<file path="config.mk">
export PLATFORM = sky130hd
export DESIGN_NAME = wcti_cubic
export DESIGN_NICKNAME = d
export VERILOG_FILES = /design/src/hdl/wcti_pkg.sv /design/src/hdl/wcti_cubic.sv
export SDC_FILE = /design/constraint.sdc
export NUM_CORES = 2
export LEC_CHECK = 0
export ABC_CLOCK_PERIOD_IN_PS = 8400
export BUFFER_PORTS_ARGS = -buffer_cell sky130_fd_sc_hd__buf_2
export CAP_MARGIN = 20
export CORE_MARGIN = 1
export CORE_UTILIZATION = 52
export CTS_BUF_LIST = sky130_fd_sc_hd__clkbuf_4 sky130_fd_sc_hd__clkbuf_8
export CTS_CLUSTER_DIAMETER = 150
export DETAILED_ROUTE_END_ITERATION = 10
export PLACE_DENSITY = 0.68
export SLEW_MARGIN = 40
export SYNTH_ARGS = -nofsm -noshare
export SYNTH_HDL_FRONTEND = slang
export SYNTH_SLANG_ARGS = --single-unit
</file>
<file path="constraint.sdc">
create_clock -name aclk -period 8.4 [get_ports aclk]
set_clock_uncertainty 0.05 [all_clocks]
set_input_delay 0 -clock aclk [delete_from_list [all_inputs] [get_ports aclk]]
set_output_delay 0 -clock aclk [all_outputs]
set_load 0.02 [all_outputs]
</file>
<file path="src/hdl/wcti_pkg.sv">
// ----------------------------------------------------------------------------
// wcti_pkg
// Shared types, widths and helpers for the wrapped cubic table interpolator.
// ----------------------------------------------------------------------------
package wcti_pkg;

    localparam int SAMPLE_BITS = 24;
    localparam int FRAC_BITS   = 16;
    localparam int INDEX_BITS  = 12;
    localparam int POS_BITS    = INDEX_BITS + FRAC_BITS;
    localparam int LEN_BITS    = 13;

    // Horner intermediates stay below 2^27 in magnitude; one spare bit.
    localparam int TW = 29;
    localparam int PW = TW + FRAC_BITS + 1;

    localparam logic [LEN_BITS-1:0] MIN_LENGTH = LEN_BITS'(4);
    localparam int OFFSET_BIAS = 2;

    localparam logic CMD_WRITE = 1'b0;
    localparam logic CMD_READ  = 1'b1;

    // Tap order within one read transaction
    localparam logic [1:0] SLOT_M2 = 2'd0;
    localparam logic [1:0] SLOT_M1 = 2'd1;
    localparam logic [1:0] SLOT_Z  = 2'd2;
    localparam logic [1:0] SLOT_P1 = 2'd3;

    localparam int FIFO_DEPTH    = 4;
    localparam int FIFO_PTR_BITS = 2;
    localparam logic [FIFO_PTR_BITS:0] FIFO_FULL = {1'b1, {FIFO_PTR_BITS{1'b0}}};

    typedef logic signed [SAMPLE_BITS-1:0] sample_t;
    typedef logic [FRAC_BITS-1:0]          mu_t;
    typedef logic signed [TW-1:0]          coef_t;
    typedef logic signed [PW-1:0]          prod_t;

    typedef struct packed {
        logic       valid;
        logic [1:0] slot;
        mu_t        mu;
    } rd_tag_t;

    typedef struct packed {
        logic    clipped;
        sample_t sample;
    } result_t;

    function automatic coef_t sx(input sample_t s);
        sx = {{(TW-SAMPLE_BITS){s[SAMPLE_BITS-1]}}, s};
    endfunction

    function automatic prod_t mul_frac(input coef_t a, input mu_t m);
        prod_t ae;
        prod_t me;
        ae = {{(PW-TW){a[TW-1]}}, a};
        me = {{(PW-FRAC_BITS){1'b0}}, m};
        mul_frac = ae * me;
    endfunction

    // floor((p + half) / 2^FRAC_BITS)
    function automatic coef_t round_frac(input prod_t p);
        prod_t y;
        y = p + {{(PW-FRAC_BITS){1'b0}}, 1'b1, {(FRAC_BITS-1){1'b0}}};
        round_frac = y[FRAC_BITS +: TW];
    endfunction

endpackage

</file>
<file path="src/hdl/wcti_cubic.sv">
// ----------------------------------------------------------------------------
// wcti_cubic
// Collects the four taps, forms the cubic coefficients and runs the three
// Horner steps as a fixed-latency pipeline, then saturates.
// ----------------------------------------------------------------------------
module wcti_cubic (
    input  logic               aclk,
    input  logic               aresetn,
    input  wcti_pkg::rd_tag_t  rd_tag,
    input  wcti_pkg::sample_t  rd_data,
    output logic               res_valid,
    output wcti_pkg::result_t  res
);

    wcti_pkg::sample_t sm2_reg, sm1_reg, s0_reg;

    logic              cf_valid_reg;
    wcti_pkg::coef_t   cf_a0_reg, cf_a1_reg, cf_a2_reg;
    wcti_pkg::sample_t cf_a3_reg;
    wcti_pkg::mu_t     cf_mu_reg;

    logic              m1_valid_reg;
    wcti_pkg::prod_t   m1_p_reg;
    wcti_pkg::coef_t   m1_a1_reg, m1_a2_reg;
    wcti_pkg::sample_t m1_a3_reg;
    wcti_pkg::mu_t     m1_mu_reg;

    logic              t1_valid_reg;
    wcti_pkg::coef_t   t1_reg, t1_a2_reg;
    wcti_pkg::sample_t t1_a3_reg;
    wcti_pkg::mu_t     t1_mu_reg;

    logic              m2_valid_reg;
    wcti_pkg::prod_t   m2_p_reg;
    wcti_pkg::coef_t   m2_a2_reg;
    wcti_pkg::sample_t m2_a3_reg;
    wcti_pkg::mu_t     m2_mu_reg;

    logic              t2_valid_reg;
    wcti_pkg::coef_t   t2_reg;
    wcti_pkg::sample_t t2_a3_reg;
    wcti_pkg::mu_t     t2_mu_reg;

    logic              m3_valid_reg;
    wcti_pkg::prod_t   m3_p_reg;
    wcti_pkg::sample_t m3_a3_reg;

    logic              out_valid_reg;
    wcti_pkg::result_t out_reg;

    wcti_pkg::coef_t   a0_next, a1_next, a2_next;
    wcti_pkg::coef_t   t3;
    wcti_pkg::result_t out_next;
    logic              last_tap;

    assign last_tap = rd_tag.valid && (rd_tag.slot == wcti_pkg::SLOT_P1);

    always_comb begin
        a0_next = wcti_pkg::sx(rd_data) - wcti_pkg::sx(s0_reg)
                - wcti_pkg::sx(sm2_reg) + wcti_pkg::sx(sm1_reg);
        a1_next = wcti_pkg::sx(sm2_reg) - wcti_pkg::sx(sm1_reg) - a0_next;
        a2_next = wcti_pkg::sx(s0_reg) - wcti_pkg::sx(sm2_reg);
    end

    // Saturate: out of range when the bits above the sign do not match it
    always_comb begin
        t3 = wcti_pkg::round_frac(m3_p_reg) + wcti_pkg::sx(m3_a3_reg);
        out_next.sample  = t3[wcti_pkg::SAMPLE_BITS-1:0];
        out_next.clipped = 1'b0;
        if (!t3[wcti_pkg::TW-1] && (|t3[wcti_pkg::TW-2:wcti_pkg::SAMPLE_BITS-1])) begin
            out_next.sample  = {1'b0, {(wcti_pkg::SAMPLE_BITS-1){1'b1}}};
            out_next.clipped = 1'b1;
        end else if (t3[wcti_pkg::TW-1]
                     && !(&t3[wcti_pkg::TW-2:wcti_pkg::SAMPLE_BITS-1])) begin
            out_next.sample  = {1'b1, {(wcti_pkg::SAMPLE_BITS-1){1'b0}}};
            out_next.clipped = 1'b1;
        end
    end

    always_ff @(posedge aclk) begin
        if (!aresetn) begin
            cf_valid_reg  <= 1'b0;
            m1_valid_reg  <= 1'b0;
            t1_valid_reg  <= 1'b0;
            m2_valid_reg  <= 1'b0;
            t2_valid_reg  <= 1'b0;
            m3_valid_reg  <= 1'b0;
            out_valid_reg <= 1'b0;
        end else begin
            cf_valid_reg  <= last_tap;
            m1_valid_reg  <= cf_valid_reg;
            t1_valid_reg  <= m1_valid_reg;
            m2_valid_reg  <= t1_valid_reg;
            t2_valid_reg  <= m2_valid_reg;
            m3_valid_reg  <= t2_valid_reg;
            out_valid_reg <= m3_valid_reg;
        end
    end

    always_ff @(posedge aclk) begin
        if (rd_tag.valid) begin
            case (rd_tag.slot)
                wcti_pkg::SLOT_M2: sm2_reg <= rd_data;
                wcti_pkg::SLOT_M1: sm1_reg <= rd_data;
                wcti_pkg::SLOT_Z:  s0_reg  <= rd_data;
                default: ;
            endcase
        end

        cf_a0_reg <= a0_next;
        cf_a1_reg <= a1_next;
        cf_a2_reg <= a2_next;
        cf_a3_reg <= sm1_reg;
        cf_mu_reg <= rd_tag.mu;

        m1_p_reg  <= wcti_pkg::mul_frac(cf_a0_reg, cf_mu_reg);
        m1_a1_reg <= cf_a1_reg;
        m1_a2_reg <= cf_a2_reg;
        m1_a3_reg <= cf_a3_reg;
        m1_mu_reg <= cf_mu_reg;

        t1_reg    <= wcti_pkg::round_frac(m1_p_reg) + m1_a1_reg;
        t1_a2_reg <= m1_a2_reg;
        t1_a3_reg <= m1_a3_reg;
        t1_mu_reg <= m1_mu_reg;

        m2_p_reg  <= wcti_pkg::mul_frac(t1_reg, t1_mu_reg);
        m2_a2_reg <= t1_a2_reg;
        m2_a3_reg <= t1_a3_reg;
        m2_mu_reg <= t1_mu_reg;

        t2_reg    <= wcti_pkg::round_frac(m2_p_reg) + m2_a2_reg;
        t2_a3_reg <= m2_a3_reg;
        t2_mu_reg <= m2_mu_reg;

        m3_p_reg  <= wcti_pkg::mul_frac(t2_reg, t2_mu_reg);
        m3_a3_reg <= t2_a3_reg;

        out_reg   <= out_next;
    end

    assign res_valid = out_valid_reg;
    assign res       = out_reg;

endmodule

</file>
==> results.md <==
- Number of hold-repair buffers added at the cts stage: 88
- Period utilization: 88.9%
- Clock transition at the registers of the reported paths: 0.06 ns
- Largest net degree at the start of global routing: 31
- Input/output buffers: 70
- Synth-to-Final Area Change: 8.24%
- Post-Synth Adder-Cell Area: 47.6%
- Final-report max-slew violation count: 0
- Drt total wl: 172 mm
- Cell occurring most often along the worst timing path: fa_1
- All-Layer GR Usage: 25.8%
- Cells after synthesis: 7355
- Hold violation count in the final report: 0
- Most frequent cells in the layout: inv_1 (1709), fa_1 (1377), nand2_1 (951)
- Total number of nets in the final design: 9404
- Number of distinct library cells after synthesis: 76
- Initial antenna violation count: 14
- Antenna Nets Post-Route: 0
- Share of the yosys chip area belonging to registers: 19.5%
- Hold WC Path Type: in2reg
- I/O pin total: 71
- Die footprint: 138000 µm²
- Width of the chip: 372 µm
- Effective utilization at floorplan: 52.5%
- Min Clock Period, post-route: 7.47 ns
- Global-route wire length before repair: 277 mm
- Most common cell after layout, fill and taps aside: inv_1
- Placement row count: 135
- Slew of the pin with the lowest slew margin: 0.874 ns
- Arrival time of the worst setup path: 8.08 ns
- Number of search-and-repair iterations in the first detailed-routing pass: 6
- Maximum level of the CTS H-tree: 3
- Yosys Warn Count: 0
- Type of element capturing the critical path: flip-flop
- Number of flops mapped to enable cells by yosys: 72
- Largest stage delay, worst path: 0.81 ns
- Flop and latch count out of synthesis: 658
- Number of endpoints failing setup at the final stage: 0
- Critical Path RT: 9.02 ns
- Post-synthesis share of cell area spent on and, or, nand and nor gates: 12.9%
- Startpoint of the tightest hold check path: rd_data[20]
- Total core area: 136000 µm²
- Register-to-Register Path Depth: 24
- Later-pin clock latency in the skew report: 0.83 ns
- Die Y-Extent: 372 µm
- Portion of synthesized cell area occupied by the leading cell type: 38.7%
- Most used flip-flop cell after synthesis: dfxtp_1
- Post-detailed-route wirelength per cell: 18.4 µm
- Synthesized area per cell: 9.68 µm²
- Gate family responsible for the most delay along the worst path: adder cells
- Fraction of registers with async set or reset after synthesis: 0%
- Fmax: 134 MHz
- Root buffer selected by CTS: clkbuf_8
- Average vias per placed instance: 5.17
- CP Launch Point: t1_reg[7]
- Nature of the critical path startpoint: flip-flop
- Combinational family with the most area after synthesis: adder cells
- HPWL after detailed placement: 141 mm
- CTS tree: built
- Via count: 48405
- Synth Area in XOR/XNOR: 4.18%
- Sum of overflow across all layers after global routing: 0
- Standard cell with the maximum stage delay on the critical path: dfxtp_1
- Startpoint of the worst-slack reg-to-reg timing path: t1_reg[7]
- Post-CTS setup buffer count: 0
- Unrepaired setup endpoints after global routing: false
- Cell area after synthesis: 71200 µm²
- DRC viols: 0
- CTS resizes: 0
- Setup TNS: 0 ns
- Worst hold path stage count: 2
- Biggest area consumer among synthesized cells: fa_1
- Fraction of the mapped netlist area in compound gates: 5.39%
- CP cell instances: nand2_1 > fa_1 > inv_1 > fa_1 > inv_1 > fa_1 > inv_1 > fa_1 > fa_1 > inv_1 > fa_1 > inv_1 > ha_1 > o21ai_0 > a21oi_1 > nand3_1 > nor3_1 > o2111ai_1 > a21oi_1 > o21ai_0 > o21ai_0 > a211o_1 > a21oi_1 > xnor2_1
- Vias in the first global route: 51904
- Final estimated routing congestion in global placement: 0.904
- Crit path depth: 24
- Dominant cells by area after synthesis: fa_1 (39%), dfxtp_1 (16%), inv_1 (9.0%)
- Worst Path Class, Setup: reg2reg
- Total nets after synthesis: 9284
- WP buf/inv: 5
- Max_cap viols: 0
- Number of sinks on the clock net: 658
- Inserted Clock Buffers: 110
- Share of final-layout standard cells stronger than drive strength 1: 5.52%
- CP Max Fanout: 16
- Run status: complete, no violations
- Violation count after the first detailed-route iteration: 2723
- Share of cell area taken by muxes after synthesis: 0.0141%
- Buffer depth of the longest clock path: 3
- Relative slew slack: 41.7%
==> worst paths after layout <==
path                                 endpoint  slack (ns)
worst min-delay path               s0_reg[20]        0.05
worst max register to register   m2_p_reg[44]        0.93
worst max-delay path             m2_p_reg[44]        0.93
worst min register to register  m1_a2_reg[10]        0.26
==> synthesized netlist by cell type (8+ instances only) <==
master / n
a31oi_1: 15
and2_1: 518
edfxtp_1: 72
xor2_1: 101
a211o_1: 8
o21a_1: 41
and3_1: 48
a221oi_1: 8
a21oi_1: 198
clkbuf_1: 226
dfxtp_1: 586
nor2_1: 169
fa_1: 1377
o211ai_1: 9
nor2b_1: 31
nand3_1: 81
nand2_1: 951
o21ai_0: 93
nor3_1: 42
inv_1: 1709
ha_1: 507
nand4_1: 27
a21o_1: 109
nand2b_1: 27
xnor2_1: 235
o21bai_1: 39
a211oi_1: 14
==> logic make-up (layout without fill, tap and decap cells) <==
kind of cell	count (synthesis)	in the layout
mux	1	1
compound gates	596	596
simple gates	1932	1932
other cells	0	4
xor+xnor	338	338
buf+inv	1946	2160
flops	658	658
fa+ha+maj	1884	1884
==> per-layer routing <==
layer	vias up	track usage, %	share of wire (%)
met5	-	0	0.0076
met4	2	9.99	4.0
met3	381	3.45	5.7
met2	1481	44.2	49
met1	24442	33.3	42
li1	22099	-	-
==> area by class of cell <==
class                           count  area [µm²]
Clock buffer                      151        1980
Multi-Input combinational cell   4751       50000
Antenna cell                        4        10.0
Timing Repair Buffer              245        1880
Inverter                         1709        6410
Clock inverter                     55         644
Fill cell                       11753       58600
Sequential cell                   658       13900
Tap cell                         1781        2230
==> through the flow <==
stage	hold WS, ns	cells	setup WS, ns	instance area [µm²]	util (%)
floorplan	-0.0223	7355	1.92	71200	-
global placement	0.0531	9056	0.954	73500	54.2
detailed placement	0.0550	9056	0.973	73500	54.2
CTS	0.00138	9350	0.937	77000	56.8
global route	0.00655	9351	0.522	77000	56.8
finish	0.0470	9354	0.935	77000	56.8
Power is not shown: default switching activity piles up to over one toggle a cycle in this logic, so the estimate is an artifact.
